[config.mk]
export PLATFORM = sky130hd
export DESIGN_NAME = spf_mulq
export DESIGN_NICKNAME = d
export VERILOG_FILES = /design/src/rtl/semiconformal_projection_forward_unit_assert.svh /design/src/rtl/spf_pkg.sv /design/src/rtl/spf_mulq.sv
export SDC_FILE = /design/constraint.sdc
export NUM_CORES = 2
export LEC_CHECK = 0
export ABC_AREA = 1
export BUFFER_PORTS_ARGS = -buffer_cell sky130_fd_sc_hd__buf_4
export CORE_UTILIZATION = 25
export CTS_CLUSTER_SIZE = 14
export DETAILED_ROUTE_END_ITERATION = 10
export GPL_TIMING_DRIVEN = 0
export PLACE_DENSITY = 0.38
export SLEW_MARGIN = 20
export SYNTH_ARGS = -nofsm -noshare
export SYNTH_HDL_FRONTEND = slang
export SYNTH_SLANG_ARGS = --single-unit
[constraint.sdc]
create_clock -name clk -period 18.4 [get_ports clk]
set_clock_uncertainty 0.1 [all_clocks]
set_input_delay 1.84 -clock clk [delete_from_list [all_inputs] [get_ports clk]]
set_output_delay 1.84 -clock clk [all_outputs]
set_load 0.01 [all_outputs]
[src/rtl/semiconformal_projection_forward_unit_assert.svh]
// Assertion macros shared by the semiconformal projection RTL.
`ifndef SEMICONFORMAL_PROJECTION_FORWARD_UNIT_ASSERT_SVH
`define SEMICONFORMAL_PROJECTION_FORWARD_UNIT_ASSERT_SVH
// A condition that must hold at every clock edge out of reset.
`define SPF_ASSERT_ALWAYS(lbl, cond) \
  lbl: assert property (@(posedge clk) disable iff (!rst_n) (cond)) \
    else $error("spf: invariant violated");
// A condition that must hold in the cycle after the trigger.
`define SPF_ASSERT_NEXT(lbl, trig, cond) \
  lbl: assert property (@(posedge clk) disable iff (!rst_n) (trig) |=> (cond)) \
    else $error("spf: sequence violated");
`endif

[src/rtl/spf_pkg.sv]
// Package with the types, constants and helper functions of the projection unit.
`timescale 1ns / 1ps
package spf_pkg;
  localparam int FRAC_BITS = 28;
  localparam int DW        = 40;
  localparam int POS_W     = $clog2(DW);
  localparam int Q_SHIFT   = 32 - FRAC_BITS;
  localparam int SH_L      = (Q_SHIFT >= 0) ? Q_SHIFT : 0;
  localparam int SH_R      = (Q_SHIFT < 0) ? -Q_SHIFT : 0;

  localparam int SC_STEPS  = 32;
  localparam int LN_STEPS  = 34;
  localparam int LN_LAT    = LN_STEPS + 3;
  localparam int MUL_LAT   = 2;
  localparam int LON_DLY   = SC_STEPS + 1 + LN_LAT + 1 + MUL_LAT + SC_STEPS;

  typedef logic signed [DW-1:0] q_t;
  typedef logic signed [30:0]   out_t;

  typedef enum logic [1:0] {
    CLAMP_NONE,
    CLAMP_NEG,
    CLAMP_POS
  } clamp_t;

  localparam q_t Q_PI       = 40'sd13493037705;
  localparam q_t Q_PI_4     = 40'sd3373259426;
  localparam q_t Q_INV_2PI  = 40'sd683565276;
  localparam q_t Q_LN2      = 40'sd2977044472;
  localparam q_t Q_ALT      = 40'sd4294494850;
  localparam q_t Q_TEST     = 40'sd6684687099;
  localparam q_t Q_GAIN     = 40'sd2608131496;
  localparam q_t Q_ONE      = 40'sd4294967296;
  localparam logic signed [47:0] OUT_MAX = 48'sd1073741823;
  localparam logic signed [47:0] OUT_MIN = -48'sd1073741824;
  localparam logic signed [47:0] OUT_RND =
    (Q_SHIFT > 0) ? (48'sd1 <<< (SH_L - 1)) : 48'sd0;

  // Elementary angle atan(2^-i) or atanh(2^-i) in Q32 from its power series.
  function automatic q_t cordic_angle(input int unsigned i, input bit hyp);
    logic [63:0] s;
    logic [63:0] t;
    int unsigned k;
    s = '0;
    for (k = 0; k < 32; k++) begin
      if (i * (2 * k + 1) <= 62) begin
        t = (64'd1 << (62 - i * (2 * k + 1))) / 64'(2 * k + 1);
        if (!hyp && k[0]) s = s - t;
        else s = s + t;
      end
    end
    return q_t'((s + (64'd1 << 29)) >> 30);
  endfunction

  // Round a Q32 value to the output format and saturate to 31 bits.
  function automatic out_t from_q(input q_t v);
    logic signed [47:0] w;
    w = ((48'(v) + OUT_RND) >>> SH_L) <<< SH_R;
    if (w > OUT_MAX) w = OUT_MAX;
    if (w < OUT_MIN) w = OUT_MIN;
    return w[30:0];
  endfunction
endpackage

[src/rtl/spf_mulq.sv]
// Two-stage signed Q32 multiplier built from a 32x32 core and narrow partials.
`timescale 1ns / 1ps
module spf_mulq import spf_pkg::*; (
  input  logic clk,
  input  logic rst_n,
  input  logic en,
  input  logic in_valid,
  input  q_t   a,
  input  q_t   b,
  output logic out_valid,
  output q_t   prod
);
  logic [DW-1:0] ma, mb;
  logic          v1_r, v2_r, neg_r;
  logic [63:0]   ll_r;
  logic [39:0]   hl_r, lh_r;
  logic [15:0]   hh_r;
  logic [47:0]   sum;
  q_t            prod_r;

  assign ma = a[DW-1] ? DW'(-a) : DW'(a);
  assign mb = b[DW-1] ? DW'(-b) : DW'(b);

  always_ff @(posedge clk) begin
    if (!rst_n) begin
      v1_r <= 1'b0;
      v2_r <= 1'b0;
    end else if (en) begin
      v1_r <= in_valid;
      v2_r <= v1_r;
    end
  end

  always_ff @(posedge clk) begin
    if (en) begin
      neg_r  <= a[DW-1] ^ b[DW-1];
      ll_r   <= 64'(ma[31:0]) * 64'(mb[31:0]);
      hl_r   <= 40'(ma[39:32]) * 40'(mb[31:0]);
      lh_r   <= 40'(ma[31:0]) * 40'(mb[39:32]);
      hh_r   <= 16'(ma[39:32]) * 16'(mb[39:32]);
      prod_r <= neg_r ? q_t'(-sum) : q_t'(sum);
    end
  end

  // The truncated magnitude is formed before the sign, as the low partial drops its fraction.
  assign sum = {hh_r, 32'd0} + 48'(hl_r) + 48'(lh_r) + 48'(ll_r[63:32]);

  assign out_valid = v2_r;
  assign prod      = prod_r;
endmodule

==> results.toml <==
[run_status]
outcome = "finished clean"

[floorplan]
die_h_um = 495
start_util = 0.252
die_x_um = 495
core_mm2 = 0.241
io_pins = 125
rows = 180
dieArea_mm2 = 0.245

[setup_path]
cpMostUsedCell = "fa_1"
cp.required_ns = 18.51
cp-end-kind = "flop"
cp.arrival_ns = 14.51
cp-start-kind = "input port"
crit_path_max_fanout = 10
worstSetupPathType = "input port to flop"
cp_slowest_stage_delay_ns = 0.92
slowest_stage = "clkinv_1"
r2r.worst_path.cells = 19

[yosys]
syn-num-nets = 9505
syn_area_mm2 = 0.0609
syn_avg_cell_area_um2 = 7.93
ys_seq_area_frac = 0.0801
synth_cell_types = 62
ys_warn_count = 0
ys_ff_latch = 163
syn_inst = 7677

[placement]
place_area_mm2 = 0.0661
place.gp.congestion = 0.972
io_buffer_count = 122
dp_hpwl_um = 266000
dp.cells = 11000

[worst_hold_path]
hp-class = "flop to flop"
hold_depth = 2

[drt]
via_per_inst = 4.77
routedWlPerCell_um = 28.2
dr.pass1.iters = 7
ant_nets = 0
drc = 0
detailedRoute.firstIterationViolations = 4283
wl_um = 311000
num_vias = 52700

[sta]
drv_slew = 0
rsz0062_at_grt = "false"
min_period_ns = 14.40
timing.fmax_mhz = 69.4
finalHoldViolCount = 0
fin_crit_sh = 0.783
setup_viol = 0
fin_tns_setup_ns = 0
relSlewSlack = 0.157
tightest_slew_ns = 1.26

[cells_and_area]
nNetsFinal = 9656
synthToLayoutAreaGrowth_pct = 9.72
drive_gt1_frac = 0.0539
nFillCells = 26700
stdcell_count = 11000
final_core_util = 0.277
fin_area_mm2 = 0.0668

[clock_tree]
clk_latency_ns = 0.47
cts_sinks = 163
clk_pin_slew_ns = 0.08
numCtsBuffers = 17
cts_hold_buffers = 0
clk_path_buf_depth = 2
htree_levels = 4
cts_setup_buffers = 0
cts-resized-gates = 0
cts_tree = "yes"
cts_root_buf = "clkbuf_16"

[global_route]
grt_start_max_net_pins = 87
grt_pass1_vias = 54900
overflow = 0
track_usage = 0.254
antenna_found_initial = 21
grt_pass1_wl_um = 430000

[flow_run]
drv_cap = 0
[worst max-delay path: cells and delay by family]
kind / cells / cell delay (ns)
compound gates: 4 / 1.44
fa+ha+maj: 10 / 5.04
simple gates: 7 / 2.05
buf+inv: 9 / 3.78
xor+xnor: 2 / 0.29
[per-stage QoR]
stage	setup WS [ns]	hold WS, ns
after detailed placement	3.89	0.376
after CTS	4.37	0.406
after global routing	4.11	0.431
after global placement	2.77	0.369
final	4.00	0.392
after floorplan	8.51	0.348
[state kept, by name, indices dropped and copies added (netlist names)]
register   flops
v1_r           1
ll_r          32
prod          40
hh_r           8
neg_r          1
out_valid      1
lh_r          40
hl_r          40
[area by class of cell]
class	count	area [um^2]	area share
buffer	270	1170	0.0175
clock inverter	15	191	0.00287
timing repair buffer	132	1130	0.0169
antenna	7	17.5	0.000262
clock buffer	17	425	0.00637
multi-input combinational	5518	48500	0.726
inverter	1726	6480	0.0970
sequential	163	4870	0.0730
tap	3185	3990	0.0597
[layout by cell type (no fill, tap or decap), types with 122 or more instances in the layout]
cell type and count:
nand2_1 1732, nand3_1 154, fa_1 1307, inv_1 1681, a21oi_1 235, ha_1 437, nor2_1 1002, clkbuf_1 148
o21ai_0 147, edfxtp_1 161, buf_4 122
[cell families (layout without fill, tap and decap cells)]
family | count (synthesis) | after routing | share of synthesized area
other | 0 | 7 | 0
buffers and inverters | 1996 | 2160 | 0.124
adders and majority gates | 1744 | 1744 | 0.520
DFF | 163 | 163 | 0.0801
and+or+nand+nor | 3112 | 3112 | 0.206
xor gates and xnor gates | 167 | 167 | 0.0245
AOI/OAI and AO/OA | 495 | 495 | 0.0452
[synth_stat cells (all sizes together)]
cell type / number / area (um^2)
a21o: 10 / 75.1
nand2: 1765 / 6710
o31ai: 7 / 57.6
nor3: 37 / 216
a31oi: 14 / 87.6
clkinv: 23 / 87.6
xnor2: 50 / 438
o2111ai: 5 / 43.8
a221oi: 2 / 17.5
o311ai: 2 / 17.5
and3: 4 / 25.0
or2: 19 / 119
nor4: 12 / 118
a21oi: 243 / 1250
or3: 4 / 25.0
a211oi: 8 / 60.1
nor3b: 1 / 12.5
and2: 3 / 18.8
ha: 437 / 5470
fa: 1307 / 26200
o21ai: 164 / 840
o21a: 17 / 128
dfxtp: 2 / 40.0
nand3: 161 / 841
o221ai: 2 / 17.5
inv: 1703 / 6390
xor2: 117 / 1050
edfxtp: 161 / 4830
a21boi: 5 / 37.5
o21bai: 10 / 75.1
clkbuf: 203 / 762
nand3b: 13 / 97.6
nor2: 1033 / 3980
nor4b: 1 / 8.76
o41ai: 1 / 8.76
o211ai: 5 / 37.5
nand4: 57 / 363
or4: 1 / 7.51
nand2b: 1 / 6.26
buf: 67 / 333
[final timing paths]
path	slack, ns	from	end
worst max-delay path	4.00	b[0]	ll_r[54]$_DFFE_PP_
worst min-delay path	0.39	v1_r$_SDFFE_PN0P_	out_valid$_SDFFE_PN0P_
worst max register to register	14.09	ll_r[33]$_DFFE_PP_	prod[34]$_DFFE_PP_
worst min register to register	0.39	v1_r$_SDFFE_PN0P_	out_valid$_SDFFE_PN0P_
[layer usage]
layer,global-route usage,routed length (um),share of wire
met3,0.0402,22900,0.074
met1,0.350,137000,0.44
met2,0.400,137000,0.44
met5,0,53,0.00017
met4,0.0905,13200,0.042
Power is left out: the tool's default activity adds up to more than one toggle a clock period on the data nets, which glitch-free logic cannot reach.
